==> src/hdl/btree_internal_node_unit_assert.svh <==
// ---------------------------------------------------------------------------
// B+ tree internal node unit assertion macros
// Concurrent assertion helpers clocked on clk_i and disabled during reset.
// ---------------------------------------------------------------------------
`ifndef BTREE_INTERNAL_NODE_UNIT_ASSERT_SVH
`define BTREE_INTERNAL_NODE_UNIT_ASSERT_SVH

`ifndef SYNTHESIS
`define BTNI_ASSERT(label, prop, msg) \
  label: assert property (@(posedge clk_i) disable iff (!rst_ni) (prop)) else $error(msg);
`define BTNI_ASSERT_NEXT(label, pre, post, msg) \
  label: assert property (@(posedge clk_i) disable iff (!rst_ni) (pre) |=> (post)) \
    else $error(msg);
`else
`define BTNI_ASSERT(label, prop, msg)
`define BTNI_ASSERT_NEXT(label, pre, post, msg)
`endif

`endif

==> src/hdl/btni_pkg.sv <==
// ---------------------------------------------------------------------------
// B+ tree internal node package
// Sizes, command and result codes, and request and result types.
// ---------------------------------------------------------------------------
package btni_pkg;

  localparam int KeySlots = 16;
  localparam int Mid      = (KeySlots + 1) / 2;
  localparam int CntW     = $clog2(KeySlots + 1);
  localparam int KeyDepth = KeySlots + 1;
  localparam int ChdDepth = KeySlots + 2;
  localparam int KeyAw    = $clog2(KeyDepth);
  localparam int ChdAw    = $clog2(ChdDepth);

  localparam logic [1:0] CmdLookup = 2'd0;
  localparam logic [1:0] CmdInsert = 2'd1;
  localparam logic [1:0] CmdClear  = 2'd2;

  localparam logic [1:0] KindLookup = 2'd0;
  localparam logic [1:0] KindDone   = 2'd1;
  localparam logic [1:0] KindSplit  = 2'd2;
  localparam logic [1:0] KindMoved  = 2'd3;

  typedef struct packed {
    logic [1:0]  cmd;
    logic [15:0] key;
    logic [31:0] child;
  } req_t;

  typedef struct packed {
    logic [1:0]  kind;
    logic [15:0] key_res;
    logic [31:0] child_res;
    logic [4:0]  count;
    logic        last;
  } rsp_t;

endpackage

==> src/hdl/btree_internal_node_unit.sv <==
// ---------------------------------------------------------------------------
// B+ tree internal node unit
// One sorted internal node with lookup, sorted insert, split and clear.
// ---------------------------------------------------------------------------
// A request on the input channel carries a command, a key and a child id. A
// request is taken when in_valid_i is high and in_stall_o is low; the unit
// works on one request at a time and takes the next one only after the last
// result of the previous one has left the output register.
// Keys and children live in two RAMs with registered read data.
// A clear loads its result into the output register when it is taken. A
// lookup scans keys upward, one key every cycle, then reads the child. An
// insert shifts larger entries up from the top, one entry a cycle, then
// writes the new entry. A full node then splits: it reads back the boundary
// and moved entries, each output once the output register is free, giving
// KEY_SLOTS/2 + 1 results. Command 3 is dropped without a result.
// Reset clears the key count and the control state; RAM contents stay
// undefined until written. When the receiver stalls, the output register
// holds its result and the unit waits before loading the next one.
// ---------------------------------------------------------------------------
`include "btree_internal_node_unit_assert.svh"

module btree_internal_node_unit
  import btni_pkg::*;
(
  input  logic clk_i,
  input  logic rst_ni,
  input  logic in_valid_i,
  output logic in_stall_o,
  input  req_t in_req_i,
  output logic out_valid_o,
  input  logic out_stall_i,
  output rsp_t out_rsp_o
);

  localparam logic [2:0] StIdle     = 3'd0;
  localparam logic [2:0] StLkKey    = 3'd1;
  localparam logic [2:0] StLkChild  = 3'd2;
  localparam logic [2:0] StShift    = 3'd3;
  localparam logic [2:0] StPut      = 3'd4;
  localparam logic [2:0] StSplitRd  = 3'd5;
  localparam logic [2:0] StSplitOut = 3'd6;

  logic [2:0]      state_q, state_d;
  logic [CntW-1:0] idx_q, idx_d;
  logic [CntW-1:0] pos_q, pos_d;
  logic [CntW-1:0] cnt_q, cnt_d;
  req_t            req_q, req_d;
  rsp_t            out_q, out_d;
  logic            out_valid_q;
  logic            out_load, out_free, in_acc;

  logic             k_we;
  logic [KeyAw-1:0] k_waddr, k_raddr;
  logic [15:0]      k_wdata, k_rdata;
  logic             c_we;
  logic [ChdAw-1:0] c_waddr, c_raddr;
  logic [31:0]      c_wdata, c_rdata;

  btni_ram #(.Width(16), .Depth(KeyDepth)) u_key_ram (
    .clk_i   (clk_i),
    .we_i    (k_we),
    .waddr_i (k_waddr),
    .wdata_i (k_wdata),
    .raddr_i (k_raddr),
    .rdata_o (k_rdata)
  );

  btni_ram #(.Width(32), .Depth(ChdDepth)) u_child_ram (
    .clk_i   (clk_i),
    .we_i    (c_we),
    .waddr_i (c_waddr),
    .wdata_i (c_wdata),
    .raddr_i (c_raddr),
    .rdata_o (c_rdata)
  );

  assign in_stall_o = (state_q != StIdle) || out_valid_q;
  assign in_acc     = in_valid_i && !in_stall_o;
  assign out_free   = !out_valid_q || !out_stall_i;

  always_comb begin
    state_d  = state_q;
    idx_d    = idx_q;
    pos_d    = pos_q;
    cnt_d    = cnt_q;
    req_d    = req_q;
    k_we     = 1'b0;
    k_waddr  = '0;
    k_wdata  = '0;
    k_raddr  = KeyAw'(idx_q);
    c_we     = 1'b0;
    c_waddr  = '0;
    c_wdata  = '0;
    c_raddr  = '0;
    out_load = 1'b0;
    out_d    = '0;
    unique case (state_q)
      StIdle: begin
        if (in_acc) begin
          req_d = in_req_i;
          unique case (in_req_i.cmd)
            CmdLookup: begin
              if (cnt_q == CntW'(0)) begin
                c_raddr = '0;
                state_d = StLkChild;
              end else begin
                idx_d   = '0;
                k_raddr = '0;
                state_d = StLkKey;
              end
            end
            CmdClear: begin
              c_we     = 1'b1;
              c_waddr  = '0;
              c_wdata  = in_req_i.child;
              cnt_d    = '0;
              out_load = 1'b1;
              out_d    = '{KindDone, in_req_i.key, in_req_i.child, 5'd0, 1'b1};
            end
            CmdInsert: begin
              if (cnt_q == CntW'(0)) begin
                pos_d   = '0;
                state_d = StPut;
              end else begin
                idx_d   = cnt_q - CntW'(1);
                k_raddr = KeyAw'(cnt_q - CntW'(1));
                c_raddr = ChdAw'(cnt_q);
                state_d = StShift;
              end
            end
            default: begin
            end
          endcase
        end
      end
      StLkKey: begin
        if (k_rdata > req_q.key) begin
          c_raddr = ChdAw'(idx_q);
          state_d = StLkChild;
        end else if ((idx_q + CntW'(1)) == cnt_q) begin
          c_raddr = ChdAw'(cnt_q);
          state_d = StLkChild;
        end else begin
          idx_d   = idx_q + CntW'(1);
          k_raddr = KeyAw'(idx_q + CntW'(1));
        end
      end
      StLkChild: begin
        out_load = 1'b1;
        out_d    = '{KindLookup, req_q.key, c_rdata, 5'(cnt_q), 1'b1};
        state_d  = StIdle;
      end
      StShift: begin
        if (k_rdata > req_q.key) begin
          k_we    = 1'b1;
          k_waddr = KeyAw'(idx_q) + KeyAw'(1);
          k_wdata = k_rdata;
          c_we    = 1'b1;
          c_waddr = ChdAw'(idx_q) + ChdAw'(2);
          c_wdata = c_rdata;
          if (idx_q == CntW'(0)) begin
            pos_d   = '0;
            state_d = StPut;
          end else begin
            idx_d   = idx_q - CntW'(1);
            k_raddr = KeyAw'(idx_q - CntW'(1));
            c_raddr = ChdAw'(idx_q);
          end
        end else begin
          pos_d   = idx_q + CntW'(1);
          state_d = StPut;
        end
      end
      StPut: begin
        k_we    = 1'b1;
        k_waddr = KeyAw'(pos_q);
        k_wdata = req_q.key;
        c_we    = 1'b1;
        c_waddr = ChdAw'(pos_q) + ChdAw'(1);
        c_wdata = req_q.child;
        if (cnt_q < CntW'(KeySlots)) begin
          cnt_d    = cnt_q + CntW'(1);
          out_load = 1'b1;
          out_d    = '{KindDone, req_q.key, req_q.child, 5'(cnt_q + CntW'(1)), 1'b1};
          state_d  = StIdle;
        end else begin
          cnt_d   = CntW'(Mid);
          idx_d   = CntW'(Mid);
          state_d = StSplitRd;
        end
      end
      StSplitRd: begin
        c_raddr = ChdAw'(idx_q) + ChdAw'(1);
        state_d = StSplitOut;
      end
      StSplitOut: begin
        c_raddr = ChdAw'(idx_q) + ChdAw'(1);
        if (out_free) begin
          out_load     = 1'b1;
          out_d.kind   = (idx_q == CntW'(Mid)) ? KindSplit : KindMoved;
          out_d.key_res   = k_rdata;
          out_d.child_res = c_rdata;
          out_d.count  = 5'(Mid);
          out_d.last   = (idx_q == CntW'(KeySlots));
          if (idx_q == CntW'(KeySlots)) begin
            state_d = StIdle;
          end else begin
            idx_d   = idx_q + CntW'(1);
            state_d = StSplitRd;
          end
        end
      end
      default: begin
        state_d = StIdle;
      end
    endcase
  end

  always_ff @(posedge clk_i or negedge rst_ni) begin
    if (!rst_ni) begin
      state_q     <= StIdle;
      cnt_q       <= '0;
      idx_q       <= '0;
      pos_q       <= '0;
      out_valid_q <= 1'b0;
    end else begin
      state_q <= state_d;
      cnt_q   <= cnt_d;
      idx_q   <= idx_d;
      pos_q   <= pos_d;
      if (out_load) begin
        out_valid_q <= 1'b1;
      end else if (!out_stall_i) begin
        out_valid_q <= 1'b0;
      end
    end
  end

  always_ff @(posedge clk_i) begin
    req_q <= req_d;
    if (out_load) begin
      out_q <= out_d;
    end
  end

  assign out_valid_o = out_valid_q;
  assign out_rsp_o   = out_q;

  `BTNI_ASSERT(a_cnt_range, cnt_q <= CntW'(KeySlots), "key count beyond node capacity")
  `BTNI_ASSERT(a_acc_empty, !in_acc || !out_valid_q, "request taken while a result waits")
  `BTNI_ASSERT(a_shift_nonempty, state_q != StShift || cnt_q != CntW'(0), "shift in empty node")
  `BTNI_ASSERT_NEXT(a_load_free, out_load && (state_q == StSplitOut), out_valid_q,
                    "split result lost")

endmodule

==> src/hdl/btni_ram.sv <==
// ---------------------------------------------------------------------------
// Generic RAM
// One write port and one read port with registered read data.
// ---------------------------------------------------------------------------
module btni_ram #(
  parameter int Width = 32,
  parameter int Depth = 16
) (
  input  logic                     clk_i,
  input  logic                     we_i,
  input  logic [$clog2(Depth)-1:0] waddr_i,
  input  logic [Width-1:0]         wdata_i,
  input  logic [$clog2(Depth)-1:0] raddr_i,
  output logic [Width-1:0]         rdata_o
);

  logic [Width-1:0] mem_q [Depth];
  logic [Width-1:0] rdata_q;

  always_ff @(posedge clk_i) begin
    if (we_i) begin
      mem_q[waddr_i] <= wdata_i;
    end
    rdata_q <= mem_q[raddr_i];
  end

  assign rdata_o = rdata_q;

endmodule
==> config.mk <==
export PLATFORM = sky130hd
export DESIGN_NAME = btree_internal_node_unit
export DESIGN_NICKNAME = d
export VERILOG_FILES = /design/src/hdl/btni_pkg.sv /design/src/hdl/btree_internal_node_unit.sv /design/src/hdl/btni_ram.sv
export VERILOG_INCLUDE_DIRS = /design/src /design/src/hdl
export SDC_FILE = /design/constraint.sdc
export NUM_CORES = 1
export LEC_CHECK = 0
export ABC_AREA = 1
export ABC_CLOCK_PERIOD_IN_PS = 7300
export BUFFER_PORTS_ARGS = -buffer_cell sky130_fd_sc_hd__buf_2
export CORE_MARGIN = 2
export CORE_UTILIZATION = 35
export DETAILED_ROUTE_END_ITERATION = 7
export GPL_ROUTABILITY_DRIVEN = 0
export PLACE_DENSITY = 0.55
export REMOVE_ABC_BUFFERS = 1
export SYNTH_ARGS = -nofsm -noshare
export SYNTH_HDL_FRONTEND = slang
export SYNTH_HIERARCHICAL = 1
export SYNTH_SLANG_ARGS = --single-unit
==> constraint.sdc <==
create_clock -name clk_i -period 7.3 [get_ports clk_i]
set_input_delay 0.365 -clock clk_i [delete_from_list [all_inputs] [get_ports clk_i]]
set_output_delay 0.365 -clock clk_i [all_outputs]
set_load 0.01 [all_outputs]
# Word-level counts from Yosys, hierarchy flattened
# Memories as Yosys holds them, arrays and structs flattened. A register that Yosys moved wholly into a read port is not among the register bits.
# Index checks and enable logic that the tools add are counted.
[word_totals]
n_memories = 2
ramBits = 848
reg_bits = 123
word_cells = 137
[mem_list]
columns = ["memory", "words", "word_bits", "read_ports", "rd_ports_with_merged_regs", "wr", "line_no", "rtl"]
rows = [
  ["u_child_ram.mem_q", 18, 32, 1, 1, 1, "btni_ram.sv:17", "logic [Width-1:0] mem_q [Depth];"],
  ["u_key_ram.mem_q", 17, 16, 1, 1, 1, "btni_ram.sv:17", ""],
]
[classes]
n_lt_le_gt_ge = 2
n_reduce_logical = 20
n_mux = 73
eq_ne = 22
n_addsub = 6
[op_table]
columns = ["op", "count"]
rows = [
  ["56-bit case mux with 4 select lines", 1],
  ["55-bit 2-to-1 mux", 3],
  ["5-bit 2-to-1 mux", 27],
  ["32-bit 2-to-1 mux", 3],
  ["32-bit case mux with 3 select lines", 1],
  ["56-bit 2-to-1 mux", 1],
  ["5-bit case mux with 2 select lines", 5],
  ["16-bit case mux with 2 select lines", 1],
  ["3-bit 2-to-1 mux", 9],
  ["5-bit case mux with 5 select lines", 1],
  ["5-bit case mux with 4 select lines", 1],
  ["3-bit case mux with 6 select lines", 1],
  ["16-bit greater-than comparator", 1],
  ["16-bit 2-to-1 mux", 1],
  ["5-bit by 1-bit adder with 5-bit output, second input constant", 3],
  ["5-bit case mux with 3 select lines", 1],
  ["1-bit 2-to-1 mux", 12],
  ["5-bit zero test", 2],
  ["2-bit != test, second input constant", 5],
  ["5-bit AND reduction", 2],
  ["5-bit by 1-bit subtractor with 5-bit output, second input constant", 2],
  ["3-bit == test, second input constant", 3],
  ["3-bit by 2-bit == test with 1-bit output, second input constant", 2],
  ["2-bit by 1-bit != test with 1-bit output, second input constant", 3],
  ["other kinds (27)", 32],
]

# Logic depth before layout (Yosys ltp)
[depth]
word_depth = 8
ltp_mapped = 28
ltp_nobuf = 26

# Cells and area by module
# The synthesis kept the hierarchy.
[by_module_without_submodules]
columns = ["module", "area_each_um2", "instances", "cells_per_inst"]
rows = [
  ["btni_ram (u_child_ram)", 25333.0, 1, 2362],
  ["btni_ram (u_key_ram)", 11451.0, 1, 954],
  ["btree_internal_node_unit", 7737.4, 1, 938],
]

# Least setup slack after synthesis
# No wires, ideal clock.
[synth_timing]
path_kind = "register -> register"
start = "reg state_q[0]"
end = "reg out_q, in the netlist out_rsp_o[0], enable pin"
path_stages_with_launch = 6
arrival_ps = 4217
synth_period_minus_slack_ps = 4721
required_ps = 6796
setup_slack_ps = 2579
setup_time_ps = 504
n_path_buf = 0
cell_sequence = "dfrtp_1 > clkinv_2 > nand2_1 > nor2_1 > nor2_4 > a31oi_1"
[synth_via]
elab_chain_len = 6
word_cells_on_any_way = 10
classes_between = "eq/ne: 3; mux: 2; reduce/logical: 5"
[synth_lines]
columns = ["element", "line_no", "rtl"]
rows = [
  ["from (decl)", "btree_internal_node_unit.sv:43", "logic [2:0] state_q, state_d;"],
  ["from (signal assigned)", "btree_internal_node_unit.sv:221", "state_q <= StIdle;"],
  ["from (signal assigned)", "btree_internal_node_unit.sv:227", "state_q <= state_d;"],
  ["3-bit nonzero test", "btree_internal_node_unit.sv:77", "assign in_stall_o = (state_q != StIdle) || out_valid_q;"],
  ["1-bit logical OR", "btree_internal_node_unit.sv:77", ""],
  ["1-bit zero test", "btree_internal_node_unit.sv:78", "assign in_acc = in_valid_i && !in_stall_o;"],
  ["1-bit logical AND", "btree_internal_node_unit.sv:78", ""],
  ["1-bit 2-to-1 mux", "btree_internal_node_unit.sv:99", "if (in_acc) begin"],
  ["1-bit case mux with 4 select lines *", "btree_internal_node_unit.sv:97", "unique case (state_q)"],
  ["net out_load", "btree_internal_node_unit.sv:50", "logic out_load, out_free, in_acc;"],
  ["to (signal assigned)", "btree_internal_node_unit.sv:242", "out_q <= out_d;"],
  ["to (decl)", "btree_internal_node_unit.sv:48", "rsp_t out_q, out_d;"],
]
# The timed path passes the listed nets; every way through them passes the cells marked *.
# A chain may end at the register's enable or synchronous reset.

# Worst setup path after layout
[layout_timing]
start = "reg req_q[39] (netlist name)"
end = "mem u_child_ram.mem_q[13][11], enable pin"
[layout_via]
word_cells_on_any_way = 7
classes_between = "order compare: 1; mux: 6"
[layout_rtl]
columns = ["element", "line_no", "rtl"]
rows = [
  ["from (decl)", "btree_internal_node_unit.sv:47", "req_t req_q, req_d;"],
  ["from (signal assigned)", "btree_internal_node_unit.sv:240", "req_q <= req_d;"],
  ["16-bit greater-than comparator", "btree_internal_node_unit.sv:154", "if (k_rdata > req_q.key) begin"],
  ["5-bit 2-to-1 mux", "btree_internal_node_unit.sv:154", ""],
  ["5-bit case mux with 2 select lines", "btree_internal_node_unit.sv:97", ""],
  ["net c_waddr[2]", "btree_internal_node_unit.sv:56", "logic [ChdAw-1:0] c_waddr, c_raddr;"],
  ["to (decl)", "btni_ram.sv:17", ""],
]
# The timed path passes the listed nets, and every way through them passes these cells.

==> results by group <==
Status
  – Status: completed

Drt
  – First drt pass iteration count: 6
  – Routed wire length: 127600 µm
  – Vias/cell: 5.033
  – Total number of vias: 30870
  – Wire per inst: 20.80 µm
  – DRC Markers: 0
  – Antenna viol nets, final: 0
  – Starting DRC count in detailed routing: 3376

Setup path
  – Worst Path Max Fanout: 31
  – Worst-path cell chain: inv_1 > ha_1 > nand2_1 > nor2_1 > nand2_1 > nand2_1 > nand2_1 > nand2_2 > nand2_2 > nor2_4 > buf_4 > nand2_1 > o21ai_0 > nand3_1 > nor2_4 > buf_4
  – Setup CP Type: flip-flop to flip-flop
  – Crit path DAT: 6.07 ns
  – WP data required: 7.69 ns
  – Worst setup EP type: flip-flop
  – CP max-delay cell: nor2_4
  – Delay-heaviest family, CP: simple AND/OR/NAND/NOR gates
  – Startpoint types: flip-flop
  – WP buf/inv: 3
  – Most frequent CP cell: nand2_1
  – Max stage delay on crit path: 0.97 ns

Synthesis
  – Post-synth top flop: edfxtp_1
  – Xor-xnor portion of the synthesized cell area: 0.1574%
  – Post-synth top area share: 64.21%
  – Mux cell area share after synthesis: 0%
  – Syn avg cell area: 10.47 µm²
  – FF+latch count, synth: 1019
  – Yosys cell types: 49
  – Syn Std Cell Area: 44520 µm²
  – Synth area leaders: edfxtp_1 64%, nand2_1 12%, nand3_1 7.9%
  – Async set or reset register ratio after synthesis: 1.865%
  – Largest area contributor in the netlist: edfxtp_1
  – Seq/Total Area, Yosys: 67.44%
  – Largest family of logic cells by synthesized area: simple AND/OR/NAND/NOR gates
  – Adder-Cell Fraction of Synth Area: 0.8150%
  – Synth Area in Compound Gates: 2.319%
  – Post-synth EDFFs: 952
  – Simple-gate share of the synthesized area: 22.02%
  – Post-Syn Instances: 4254
  – Ys Warns: 6

Placement
  – DP Cell Count: 5882
  – Dpl ws: 1.733 ns
  – Post-Place Cell Area: 46650 µm²
  – Post-DP HPWL: 69090 µm
  – Port Buffers: 111

CTS
  – Post-CTS sizing: 0
  – H-tree Lvls: 3
  – CTS buffer count: 105
  – Clock Tree Root: clkbuf_16
  – Clock slew at reported path FFs: 0.06 ns
  – Worst skew pair latency: 0.71 ns
  – CTS tree: built
  – CTS Sinks: 1019
  – Bufs on Longest Clock Path: 3

Floorplan
  – Core area: 125900 µm²
  – Die Height: 360.7 µm
  – Die width: 360.7 µm
  – Boundary pin count: 112
  – Row cnt: 130
  – Die area: 130100 µm²
  – Starting Density: 35.36%

STA
  – Setup TNS: 0 ns
  – Post-route setup slack: 1.622 ns
  – Slew HR: 8.897%
  – Fin crit share: 77.78%
  – Count of final setup violators: 0
  – Max-slew violations: 0
  – F_max: 176.1 MHz
  – Setup Skew: 0.05619 ns
  – Final hold vios: 0
  – Worst-margin pin slew: 1.367 ns
  – RSZ-0062 raised after global routing: no
  – Minimum clock period: 5.678 ns

Global route
  – Initial antenna violation count: 9
  – Vias in the first global route: 28970
  – First-pass GRT wire length: 188500 µm
  – All-layer global routing usage: 19.21%
  – Total congestion overflow: 0
  – Pin count of the biggest net entering global routing: 173

Hold path
  – HP Class: input pin to asynchronous set/reset pin

Power
  – Worst vdd ir: 0.2992 mV
  – Pleak: 20.40 nW
  – Power per Cell Area: 431.4 nW/µm²

Layout
  – Synth-to-Final Area Change: 13.99%
  – Post-Layout Cell Count: 6134
  – NumNets Final: 4471
  – Design area: 50750 µm²
  – Layout cells sized above 1: 9.708%
  – Fillers: 12140

Job
  – Max Cap Viol: 0
[cell families after synthesis]
| group | after synthesis |
|---|---|
| compound gates | 181 |
| flops | 1019 |
| buf+inv | 705 |
| fa+ha+maj | 29 |
| simple gates | 2312 |
| xor+xnor | 8 |
[cells in the mapped netlist (3+ instances only)]
master,n
inv_1,474
nor2_4,6
clkbuf_1,47
a21oi_1,30
a31oi_1,34
o21ai_1,8
buf_4,21
o21ai_0,73
or2_1,3
ha_1,29
xor2_1,5
dfrtp_1,19
buf_1,22
nor2_1,124
xnor2_1,3
nand2_1,1436
o221ai_1,3
buf_6,54
dfxtp_1,48
a22oi_1,15
nand3_1,707
edfxtp_1,952
buf_2,68
inv_2,14
nor2_8,3
nand4_1,12
o22ai_1,9
nand2_2,6
[sequential cells by signal (all words and copies together) (netlist names)]
signal               flops
pos_q                    5
u_key_ram/rdata_o       16
req_q                   48
u_child_ram/rdata_o     32
u_child_ram/mem_q      576
out_rsp_o               56
cnt_q                    5
idx_q                    5
state_q                  3
out_valid_o              1
u_key_ram/mem_q        272
[where the power goes]
group	total, mW	internal [mW]	switching [mW]
Clock	5.61	3.29	2.33
Combinational	8.62	2.32	6.30
Sequential	7.66	7.32	0.338
Total	21.9	12.9	8.97
[cells in the final DEF (no fill, tap or decap), drive strengths merged]
| cell | synthesis | final |
|---|---|---|
| nand2 | 1444 | 1444 |
| edfxtp | 952 | 952 |
| nand3 | 710 | 710 |
| inv | 491 | 492 |
| buf | 165 | 190 |
| clkbuf | 47 | 143 |
| nor2 | 135 | 135 |
| o21ai | 81 | 81 |
| dlygate4sd3 | 0 | 49 |
| dfxtp | 48 | 48 |
| clkinv | 2 | 36 |
| a31oi | 34 | 34 |
| a21oi | 30 | 30 |
| ha | 29 | 29 |
| dfrtp | 19 | 19 |
| a22oi | 15 | 15 |
| bufinv | 0 | 15 |
| nand4 | 12 | 12 |
| o22ai | 9 | 9 |
| clkinvlp | 0 | 7 |
| xor2 | 5 | 5 |
| or2 | 5 | 5 |
| nor3 | 4 | 4 |
| diode | 0 | 3 |
| o221ai | 3 | 3 |
| xnor2 | 3 | 3 |
| a211oi | 2 | 2 |
| nor4 | 2 | 2 |
| a21o | 1 | 1 |
| o211ai | 1 | 1 |
| a21boi | 1 | 1 |
| o21a | 1 | 1 |
| a31o | 1 | 1 |
| o31ai | 1 | 1 |
| o21bai | 1 | 1 |
[cell type report]
| class | count | area [µm²] | area share, % |
|---|---|---|---|
| multi-input combinational | 2530 | 11510 | 22.68 |
| inverter | 493 | 1873 | 3.691 |
| sequential | 1019 | 30020 | 59.16 |
| clock buffer | 143 | 2853 | 5.621 |
| antenna | 3 | 7.507 | 0.01479 |
| tap | 1650 | 2064 | 4.068 |
| clock inverter | 57 | 752.0 | 1.482 |
| timing repair buffer | 239 | 1664 | 3.279 |
[repair_timing]
action,4_1_cts,5_1_grt
hold buffers,49,0
hold endpoints to repair,67,0
buffers inserted,0,0
[per-layer routing]
layer | up-vias | part of all wire, % | track usage (%)
met2 | 1128 | 47 | 31.27
met3 | 212 | 7.1 | 2.848
met4 | 2 | 2.4 | 5.267
met5 | - | 0.010 | 0
met1 | 15050 | 44 | 26.73
li1 | 14480 | - | -
[path summary, 6_finish.rpt]
check,slack (ns),cells past startpoint,endpoint,from
worst max-delay path,1.62,16,u_child_ram/mem_q[13][11],req_q[39]
worst min-delay path,0.22,2,state_q[0],rst_ni
worst max register to register,1.62,16,u_child_ram/mem_q[13][11],req_q[39]
worst min register to register,0.43,2,u_key_ram/rdata_o[1],u_key_ram/mem_q[16][1]
max in group asynchronous,6.67,2,pos_q[4],rst_ni
min in group clk_i,0.23,6,state_q[0],in_req_i[49]
[through the flow]
step                power, mW  hold slack, ns  utilization, %
finish                  21.90          0.2215           40.31
global placement        16.30          0.3765           37.05
CTS                     22.01          0.1899           40.30
global route            23.29          0.2372           40.31
detailed placement      16.35          0.3743           37.05
floorplan               13.68         0.06941               -
Note: power is estimated with default switching activity, not from simulation.
